## config.mk

```make
export PLATFORM = sky130hd
export DESIGN_NAME = port_table_allocate_find_unit
export DESIGN_NICKNAME = d
export VERILOG_FILES = /design/src/design/ptaf_pkg.sv /design/src/design/port_table_allocate_find_unit.sv /design/src/design/ptaf_cell.sv
export VERILOG_INCLUDE_DIRS = /design/src /design/src/design
export SDC_FILE = /design/constraint.sdc
export NUM_CORES = 2
export LEC_CHECK = 0
export BUFFER_PORTS_ARGS = -buffer_cell sky130_fd_sc_hd__buf_4
export CORE_MARGIN = 2
export CORE_UTILIZATION = 55
export CTS_CLUSTER_SIZE = 10
export DETAILED_ROUTE_END_ITERATION = 7
export PLACE_DENSITY = 0.71
export SYNTH_ARGS = -nofsm -noshare
export SYNTH_HDL_FRONTEND = slang
export SYNTH_HIERARCHICAL = 1
export SYNTH_SLANG_ARGS = --single-unit
```

## constraint.sdc

```tcl
create_clock -name clk -period 7.4 [get_ports clk]
set_input_delay 0.37 -clock clk [delete_from_list [all_inputs] [get_ports clk]]
set_output_delay 0.37 -clock clk [all_outputs]
set_load 0.05 [all_outputs]
```

## src/design/port_table_allocate_find_unit_defines.svh

```systemverilog
// assertion macros of the port table rtl
`ifndef PORT_TABLE_ALLOCATE_FIND_UNIT_DEFINES_SVH
`define PORT_TABLE_ALLOCATE_FIND_UNIT_DEFINES_SVH

// antecedent holds, consequent holds in the same cycle
`define PTAF_ASSERT_IMPL(label, clk, rst_n, ante, cons, msg) \
    label: assert property (@(posedge clk) disable iff (!rst_n) (ante) |-> (cons)) \
        else $error(msg);

// antecedent holds, consequent holds in the next cycle
`define PTAF_ASSERT_NEXT(label, clk, rst_n, ante, cons, msg) \
    label: assert property (@(posedge clk) disable iff (!rst_n) (ante) |=> (cons)) \
        else $error(msg);

`endif

```

## src/design/ptaf_pkg.sv

```systemverilog
// shared types, constants and codes of the port table
`default_nettype none

package ptaf_pkg;

    // default sizes
    localparam int NUM_PORTS_DEF  = 32;
    localparam int OWNER_BITS_DEF = 8;

    // fixed field widths
    localparam int PORT_ID_W     = 32;
    localparam int OWNER_IN_W    = 8;
    localparam int OWNER_EXT_W   = 16;
    localparam int STATUS_W      = 2;
    localparam int ENTRY_INDEX_W = 5;

    // command codes
    localparam logic CMD_ALLOCATE = 1'b0;
    localparam logic CMD_FIND     = 1'b1;

    // status codes
    localparam logic [STATUS_W-1:0] ST_OK      = 2'd0;
    localparam logic [STATUS_W-1:0] ST_DUP     = 2'd1;
    localparam logic [STATUS_W-1:0] ST_FULL    = 2'd2;
    localparam logic [STATUS_W-1:0] ST_MISSING = 2'd3;

    // scan token passed from cell to cell
    typedef struct packed {
        logic valid;
        logic hit;
        logic free;
    } scan_t;

endpackage

`default_nettype wire

```

## src/design/port_table_allocate_find_unit.sv

```systemverilog
// port table top level: request capture, cell chain, result and response register
//
//   channel  | handshake            | payload
//   ---------+----------------------+-------------------------------
//   request  | req_valid, req_stall | cmd, port_id, owner_thread
//   response | rsp_valid, rsp_stall | status, entry_index
//
// an item's scan token walks the chain of NUM_PORTS entry cells at one cell per cycle.
// one item is in work at a time; req_stall is high from accept until its result
// has moved into the response register, so a held response does not block the next item.
// reset clears every valid mark at once; entry contents are not reset.
// allocate writes the chosen entry in the cycle the token leaves the last cell.
`default_nettype none

`include "port_table_allocate_find_unit_defines.svh"

module port_table_allocate_find_unit #(
    parameter int NUM_PORTS  = ptaf_pkg::NUM_PORTS_DEF,
    parameter int OWNER_BITS = ptaf_pkg::OWNER_BITS_DEF
) (
    input  wire                                 clk,
    input  wire                                 rst_n,
    input  wire                                 req_valid,
    output logic                                req_stall,
    input  wire                                 cmd,
    input  wire [ptaf_pkg::PORT_ID_W-1:0]       port_id,
    input  wire [ptaf_pkg::OWNER_IN_W-1:0]      owner_thread,
    output logic                                rsp_valid,
    input  wire                                 rsp_stall,
    output logic [ptaf_pkg::STATUS_W-1:0]       status,
    output logic [ptaf_pkg::ENTRY_INDEX_W-1:0]  entry_index
);

    localparam int IDX_W = (NUM_PORTS > 1) ? $clog2(NUM_PORTS) : 1;
    localparam int EIW   = ptaf_pkg::ENTRY_INDEX_W;

    logic                              req_accept;
    logic                              busy_reg;
    logic                              busy_next;
    logic                              start_reg;
    logic                              cmd_reg;
    logic [ptaf_pkg::PORT_ID_W-1:0]    ident_reg;
    logic [OWNER_BITS-1:0]             owner_reg;
    logic [ptaf_pkg::OWNER_EXT_W-1:0]  owner_ext;

    ptaf_pkg::scan_t                   tok_chain     [0:NUM_PORTS];
    logic [IDX_W-1:0]                  hit_idx_chain [0:NUM_PORTS];
    logic [IDX_W-1:0]                  free_idx_chain[0:NUM_PORTS];

    ptaf_pkg::scan_t                   tok_last;
    logic                              wr_en;
    logic [ptaf_pkg::STATUS_W-1:0]     res_status;
    logic [IDX_W-1:0]                  res_idx;
    logic [IDX_W+EIW-1:0]              res_idx_ext;

    logic                              res_valid_reg;
    logic [ptaf_pkg::STATUS_W-1:0]     res_status_reg;
    logic [EIW-1:0]                    res_index_reg;
    logic                              res_move;
    logic                              rsp_valid_reg;
    logic [ptaf_pkg::STATUS_W-1:0]     rsp_status_reg;
    logic [EIW-1:0]                    rsp_index_reg;

    // request handshake
    assign req_accept = req_valid && !busy_reg;
    assign req_stall  = busy_reg;
    assign owner_ext  = {{(ptaf_pkg::OWNER_EXT_W - ptaf_pkg::OWNER_IN_W){1'b0}}, owner_thread};

    // result leaves the holding stage when the response register is free
    assign res_move  = res_valid_reg && (!rsp_valid_reg || !rsp_stall);
    assign busy_next = req_accept ? 1'b1 : (res_move ? 1'b0 : busy_reg);

    // request capture
    always_ff @(posedge clk)
    begin
        if (req_accept)
        begin
            cmd_reg   <= cmd;
            ident_reg <= port_id;
            owner_reg <= owner_ext[OWNER_BITS-1:0];
        end
    end

    // chain head: token launched the cycle after accept
    assign tok_chain[0]      = '{valid: start_reg, hit: 1'b0, free: 1'b0};
    assign hit_idx_chain[0]  = '0;
    assign free_idx_chain[0] = '0;

    // row of entry cells
    for (genvar i = 0; i < NUM_PORTS; i++)
    begin : g_cell
        ptaf_cell #(
            .IDX_W      (IDX_W),
            .OWNER_BITS (OWNER_BITS),
            .CELL_IDX   (i)
        ) u_cell (
            .clk          (clk),
            .rst_n        (rst_n),
            .tok_in       (tok_chain[i]),
            .hit_idx_in   (hit_idx_chain[i]),
            .free_idx_in  (free_idx_chain[i]),
            .req_ident    (ident_reg),
            .req_owner    (owner_reg),
            .wr_en        (wr_en),
            .wr_idx       (free_idx_chain[NUM_PORTS]),
            .tok_out      (tok_chain[i+1]),
            .hit_idx_out  (hit_idx_chain[i+1]),
            .free_idx_out (free_idx_chain[i+1])
        );
    end

    assign tok_last = tok_chain[NUM_PORTS];

    // decide the outcome once the token has passed every cell
    always_comb
    begin
        wr_en      = 1'b0;
        res_status = ptaf_pkg::ST_OK;
        res_idx    = '0;
        if (cmd_reg == ptaf_pkg::CMD_FIND)
        begin
            priority if (tok_last.hit)
            begin
                res_idx = hit_idx_chain[NUM_PORTS];
            end
            else
            begin
                res_status = ptaf_pkg::ST_MISSING;
            end
        end
        else
        begin
            priority if (tok_last.hit)
            begin
                res_status = ptaf_pkg::ST_DUP;
            end
            else if (tok_last.free)
            begin
                res_idx = free_idx_chain[NUM_PORTS];
                wr_en   = tok_last.valid;
            end
            else
            begin
                res_status = ptaf_pkg::ST_FULL;
            end
        end
    end

    assign res_idx_ext = {{EIW{1'b0}}, res_idx};

    // control registers
    always_ff @(posedge clk or negedge rst_n)
    begin
        if (!rst_n)
        begin
            busy_reg      <= 1'b0;
            start_reg     <= 1'b0;
            res_valid_reg <= 1'b0;
            rsp_valid_reg <= 1'b0;
        end
        else
        begin
            busy_reg  <= busy_next;
            start_reg <= req_accept;
            if (tok_last.valid)
            begin
                res_valid_reg <= 1'b1;
            end
            else if (res_move)
            begin
                res_valid_reg <= 1'b0;
            end
            if (res_move)
            begin
                rsp_valid_reg <= 1'b1;
            end
            else if (!rsp_stall)
            begin
                rsp_valid_reg <= 1'b0;
            end
        end
    end

    // result payload registers
    always_ff @(posedge clk)
    begin
        if (tok_last.valid)
        begin
            res_status_reg <= res_status;
            res_index_reg  <= res_idx_ext[EIW-1:0];
        end
        if (res_move)
        begin
            rsp_status_reg <= res_status_reg;
            rsp_index_reg  <= res_index_reg;
        end
    end

    assign rsp_valid   = rsp_valid_reg;
    assign status      = rsp_status_reg;
    assign entry_index = rsp_index_reg;

    // checks
    `PTAF_ASSERT_IMPL(a_err_index_zero, clk, rst_n, rsp_valid && (status != ptaf_pkg::ST_OK), entry_index == '0, "nonzero index on error status")
    `PTAF_ASSERT_IMPL(a_scan_while_busy, clk, rst_n, tok_last.valid || start_reg || res_valid_reg, busy_reg, "scan activity while not busy")
    `PTAF_ASSERT_NEXT(a_accept_launch, clk, rst_n, req_accept, start_reg && busy_reg, "accepted item did not launch a scan")
    `PTAF_ASSERT_IMPL(a_one_stage, clk, rst_n, 1'b1, $onehot0({start_reg, tok_last.valid, res_valid_reg}), "more than one scan stage active")

endmodule

`default_nettype wire

```

## src/design/ptaf_cell.sv

```systemverilog
// one table entry plus its stage of the scan chain
`default_nettype none

module ptaf_cell #(
    parameter int IDX_W      = 5,
    parameter int OWNER_BITS = 8,
    parameter int CELL_IDX   = 0
) (
    input  wire                            clk,
    input  wire                            rst_n,
    input  ptaf_pkg::scan_t                tok_in,
    input  wire [IDX_W-1:0]                hit_idx_in,
    input  wire [IDX_W-1:0]                free_idx_in,
    input  wire [ptaf_pkg::PORT_ID_W-1:0]  req_ident,
    input  wire [OWNER_BITS-1:0]           req_owner,
    input  wire                            wr_en,
    input  wire [IDX_W-1:0]                wr_idx,
    output ptaf_pkg::scan_t                tok_out,
    output logic [IDX_W-1:0]               hit_idx_out,
    output logic [IDX_W-1:0]               free_idx_out
);

    localparam logic [IDX_W-1:0] MY_IDX = IDX_W'(CELL_IDX);

    logic                           valid_reg;
    logic [OWNER_BITS-1:0]          owner_reg;
    logic [ptaf_pkg::PORT_ID_W-1:0] ident_reg;
    ptaf_pkg::scan_t                tok_reg;
    ptaf_pkg::scan_t                tok_next;
    logic [IDX_W-1:0]               hit_idx_reg;
    logic [IDX_W-1:0]               hit_idx_next;
    logic [IDX_W-1:0]               free_idx_reg;
    logic [IDX_W-1:0]               free_idx_next;
    logic                           my_hit;
    logic                           my_free;
    logic                           my_wr;

    // entry compare
    assign my_hit  = valid_reg && (owner_reg == req_owner) && (ident_reg == req_ident);
    assign my_free = !valid_reg;
    assign my_wr   = wr_en && (wr_idx == MY_IDX);

    // keep the lowest hit and free index seen so far
    always_comb
    begin
        tok_next.valid = tok_in.valid;
        tok_next.hit   = tok_in.hit  || my_hit;
        tok_next.free  = tok_in.free || my_free;
        hit_idx_next   = tok_in.hit  ? hit_idx_in  : MY_IDX;
        free_idx_next  = tok_in.free ? free_idx_in : MY_IDX;
    end

    // valid mark and token control
    always_ff @(posedge clk or negedge rst_n)
    begin
        if (!rst_n)
        begin
            valid_reg <= 1'b0;
            tok_reg   <= '0;
        end
        else
        begin
            tok_reg <= tok_next;
            if (my_wr)
            begin
                valid_reg <= 1'b1;
            end
        end
    end

    // entry contents and token indexes
    always_ff @(posedge clk)
    begin
        hit_idx_reg  <= hit_idx_next;
        free_idx_reg <= free_idx_next;
        if (my_wr)
        begin
            owner_reg <= req_owner;
            ident_reg <= req_ident;
        end
    end

    assign tok_out      = tok_reg;
    assign hit_idx_out  = hit_idx_reg;
    assign free_idx_out = free_idx_reg;

endmodule

`default_nettype wire

```

==> results.yml <==
status:
  status: "completed"
yosys:
  yosys.area_share.simple: 0.0877
  ys_warn_count: 6
  syn_area_um2: 68500
  ys.flop_type: "edfxtp_1"
  synth_seq_cells: 1787
  synthAdderAreaFrac: 0
  synth_mux_area_frac: 0
  synth-xor-area-share: 0.115
  syn-instance-count: 4435
  ys_async_sr_fraction: 0.0739
  syn_avg_cell_area_um2: 15.4
  synth_top_family_by_area: "XOR/XNOR gates"
  synthDistinctLibCells: 41
  synth-seq-area-share: 0.727
  synth_edf_count: 1335
  synth_compound_area_frac: 0.0477
placement:
  gp_congestion: 0.816
  dp_slack_ns: 4.40
  io_buffers: 53
  hpwl_mm: 84.4
timing:
  fmax_mhz: 330
  grt_setup_unrepaired: "false"
  fin_tns_setup_ns: 0
  hold_viol: 0
  setup_slack_ns: 4.37
  period_share: 0.410
  worst_pin_slew_ns: 1.20
  slew_headroom: 0.198
  slew_viol_final: 0
  finalCriticalPeriod_ns: 3.03
  fin_skew_ns: 0.0282
  finalSetupViolCount: 0
floorplanning:
  initial_utilization: 0.554
  core_area_um2: 124000
  num_io_pins: 54
  die_h_um: 357
  rows: 129
  die_area_um2: 127000
  die_w_um: 357
worst_setup_path:
  crit_arrival_ns: 3.46
  reg2reg_slack_ns: 4.37
  crit_path_start_kind: "register"
  max_stage_delay_ns: 0.65
  crit_required_ns: 7.82
  crit_path_start: "cmd_reg"
  r2r_end: "g_cell[0].u_cell/owner_reg[2]"
  crit_chain: "nor2b_4 > and3_2 > buf_4 > or4b_2 > nor3_2 > buf_4"
  crit_slowest_cell: "or4b_2"
  crit_fanout: 41
  cp-endpoint: "g_cell[0].u_cell/owner_reg[2]"
  crit_type: "reg -> reg"
  reg2reg_from: "cmd_reg"
  cp_common_cell: "buf_4"
  cp-end-kind: "register"
  rr_worst_depth: 6
pwr:
  p_int_w: 0.0159
  power.leakage_nw: 28.0
  p_per_area_nw_per_um2: 252
  seqPwrFrac: 0.548
  p_sw_w: 0.00381
  clkPwrFrac: 0.443
  vdd_ir_drop_max_v: 0.000270
  swShare: 0.193
  power_frac_comb: 0.009
run:
  cap_violations: 0
clock_tree:
  clk_latency_ns: 0.80
  cts_max_level: 4
  cts_buffer_depth: 3
  postCtsSetupRepairBufs: 0
  cts_num_sinks: 1787
  root_buffer: "clkbuf_16"
  cts_tree: "done"
  cts_made_buffers: 197
  clk_pin_slew_ns: 0.05
global_routing:
  grt_max_degree: 97
  track_usage: 0.241
  grt_pass1_wl_mm: 230
  grt_pass1_vias: 37547
  grt_antenna_before_repair: 2
  grt_overflow_total: 0
routing:
  via_count: 37372
  drc: 0
  drtAntennaViolNets: 0
  viasPerCell: 5.61
  postRouteWirelength_mm: 152
  avgRoutedWirePerCell_um: 22.9
  drt_iter0_markers: 3574
  dr.pass1.iters: 8
cells_and_area:
  fin_nets: 4905
  largest_reg_flops: 1024
  area_growth_pct: 14.1
  drive_above_1_share: 0.0947
min_path:
  hold_class: "in -> async"
-- Yosys cell counts, types with 4 or more instances --
cell type | number | area (µm²)
inv_1 | 417 | 1570
a2111oi_2 | 32 | 480
nor2_1 | 5 | 18.8
nand4b_1 | 9 | 78.8
nor4bb_1 | 4 | 40.0
o22ai_1 | 96 | 601
nor4_1 | 194 | 1210
nor3b_1 | 13 | 97.6
a32o_1 | 4 | 40.0
o31ai_1 | 32 | 240
a2111oi_0 | 32 | 280
o2bb2ai_1 | 32 | 280
dfrtp_1 | 132 | 3300
nor2b_1 | 65 | 407
dfxtp_1 | 320 | 6410
a222oi_1 | 32 | 320
nand4bb_1 | 6 | 67.6
and2_1 | 161 | 1010
xnor2_1 | 224 | 1960
o21ai_0 | 32 | 160
and3_1 | 9 | 56.3
or2b_1 | 32 | 240
a221oi_1 | 32 | 280
o221ai_1 | 32 | 280
nor3_1 | 7 | 35.0
edfxtp_1 | 1335 | 40100
o2111ai_1 | 32 | 280
nand4_1 | 133 | 832
nand2_1 | 6 | 22.5
nand2b_1 | 257 | 1610
xor2_1 | 673 | 5890
or2_2 | 32 | 200
-- worst max-delay path: cells and delay by family, from the launching register on --
kind / cells / cell delay (ns)
buf+inv: 2 / 0.91
flops: 1 / 0.46
simple gates: 4 / 1.20
-- metrics by stage --
stage          hold slack (ns)  power, W  utilization  area, µm²  std cells
5_1_grt                  0.266    0.0203        0.632      78200       6654
3_5_place_dp             0.335    0.0111        0.583      72000       6254
4_1_cts                  0.238    0.0198        0.632      78200       6654
3_3_place_gp             0.336    0.0111        0.583      72000       6254
6_report                 0.253    0.0197        0.632      78200       6656
2_1_floorplan           0.0744    0.0110            -      68600       4456
-- layer usage --
metal  global-route usage  up-vias  share of wire
met4               0.0853        0          0.029
met2                0.392     1274           0.48
met5                    0        -              0
li1                     -    17029              -
met3               0.0396      278          0.068
met1                0.331    18791           0.42
-- worst min path at each step --
| stage | slack, ns | cells past startpoint | to | from |
|---|---|---|---|---|
| after floorplan | 0.07 | 0 | g_cell[0].u_cell/tok_out[0] | rst_n |
| after global placement | 0.34 | 0 | g_cell[27].u_cell/tok_out[2] | g_cell[26].u_cell/tok_out[2] |
| after detailed placement | 0.33 | 0 | g_cell[3].u_cell/tok_out[2] | g_cell[2].u_cell/tok_out[2] |
| after CTS | 0.24 | 2 | owner_reg[4] | owner_thread[4] |
| after global routing | 0.27 | 2 | ident_reg[31] | port_id[31] |
| final | 0.25 | 2 | g_cell[28].u_cell/tok_out[1] | rst_n |
-- cells by family after synthesis --
group,count (synthesis)
DFF,1787
and+or+nand+nor,942
xor gates and xnor gates,897
buffers and inverters,417
AOI/OAI and AO/OA,391
other,1
-- timing repair --
item | in CTS | in global routing
setup endpoints to repair | 0 | 0
gates resized for setup | 0 | 0
hold buffers | 44 | 0
hold endpoints to repair | 139 | 0
-- cell usage in the layout (no fill, tap or decap), types with 96 or more instances in the layout --
master	n
o22ai_1	96
nand4_1	133
xor2_1	673
nor4_1	193
inv_1	417
and2_1	161
xnor2_1	224
clkbuf_1	144
nand2b_1	257
dfxtp_1	320
edfxtp_1	1335
buf_4	157
clkbuf_16	201
dfrtp_1	132
-- power by group through the flow --
stage	sequential (W)	clock (W)	combinational, W
3_3_place_gp	0.0110	0	0.000150
4_1_cts	0.0108	0.00888	0.000174
2_1_floorplan	0.0110	0	0.0000677
5_1_grt	0.0108	0.00929	0.000187
6_report	0.0108	0.00872	0.000173
3_5_place_dp	0.0110	0	0.000153
-- area by class of cell --
class	instances	area, µm²
diodes	2	5.00
multi-input cells	2252	17400
fillers	8860	45500
well taps	1637	2050
clock buffers	345	5570
clock inverters	11	133
flip-flops and latches	1787	49800
repair buffers	205	1690
inverters	417	1570
No activity file was read; power rests on OpenSTA's default activity.
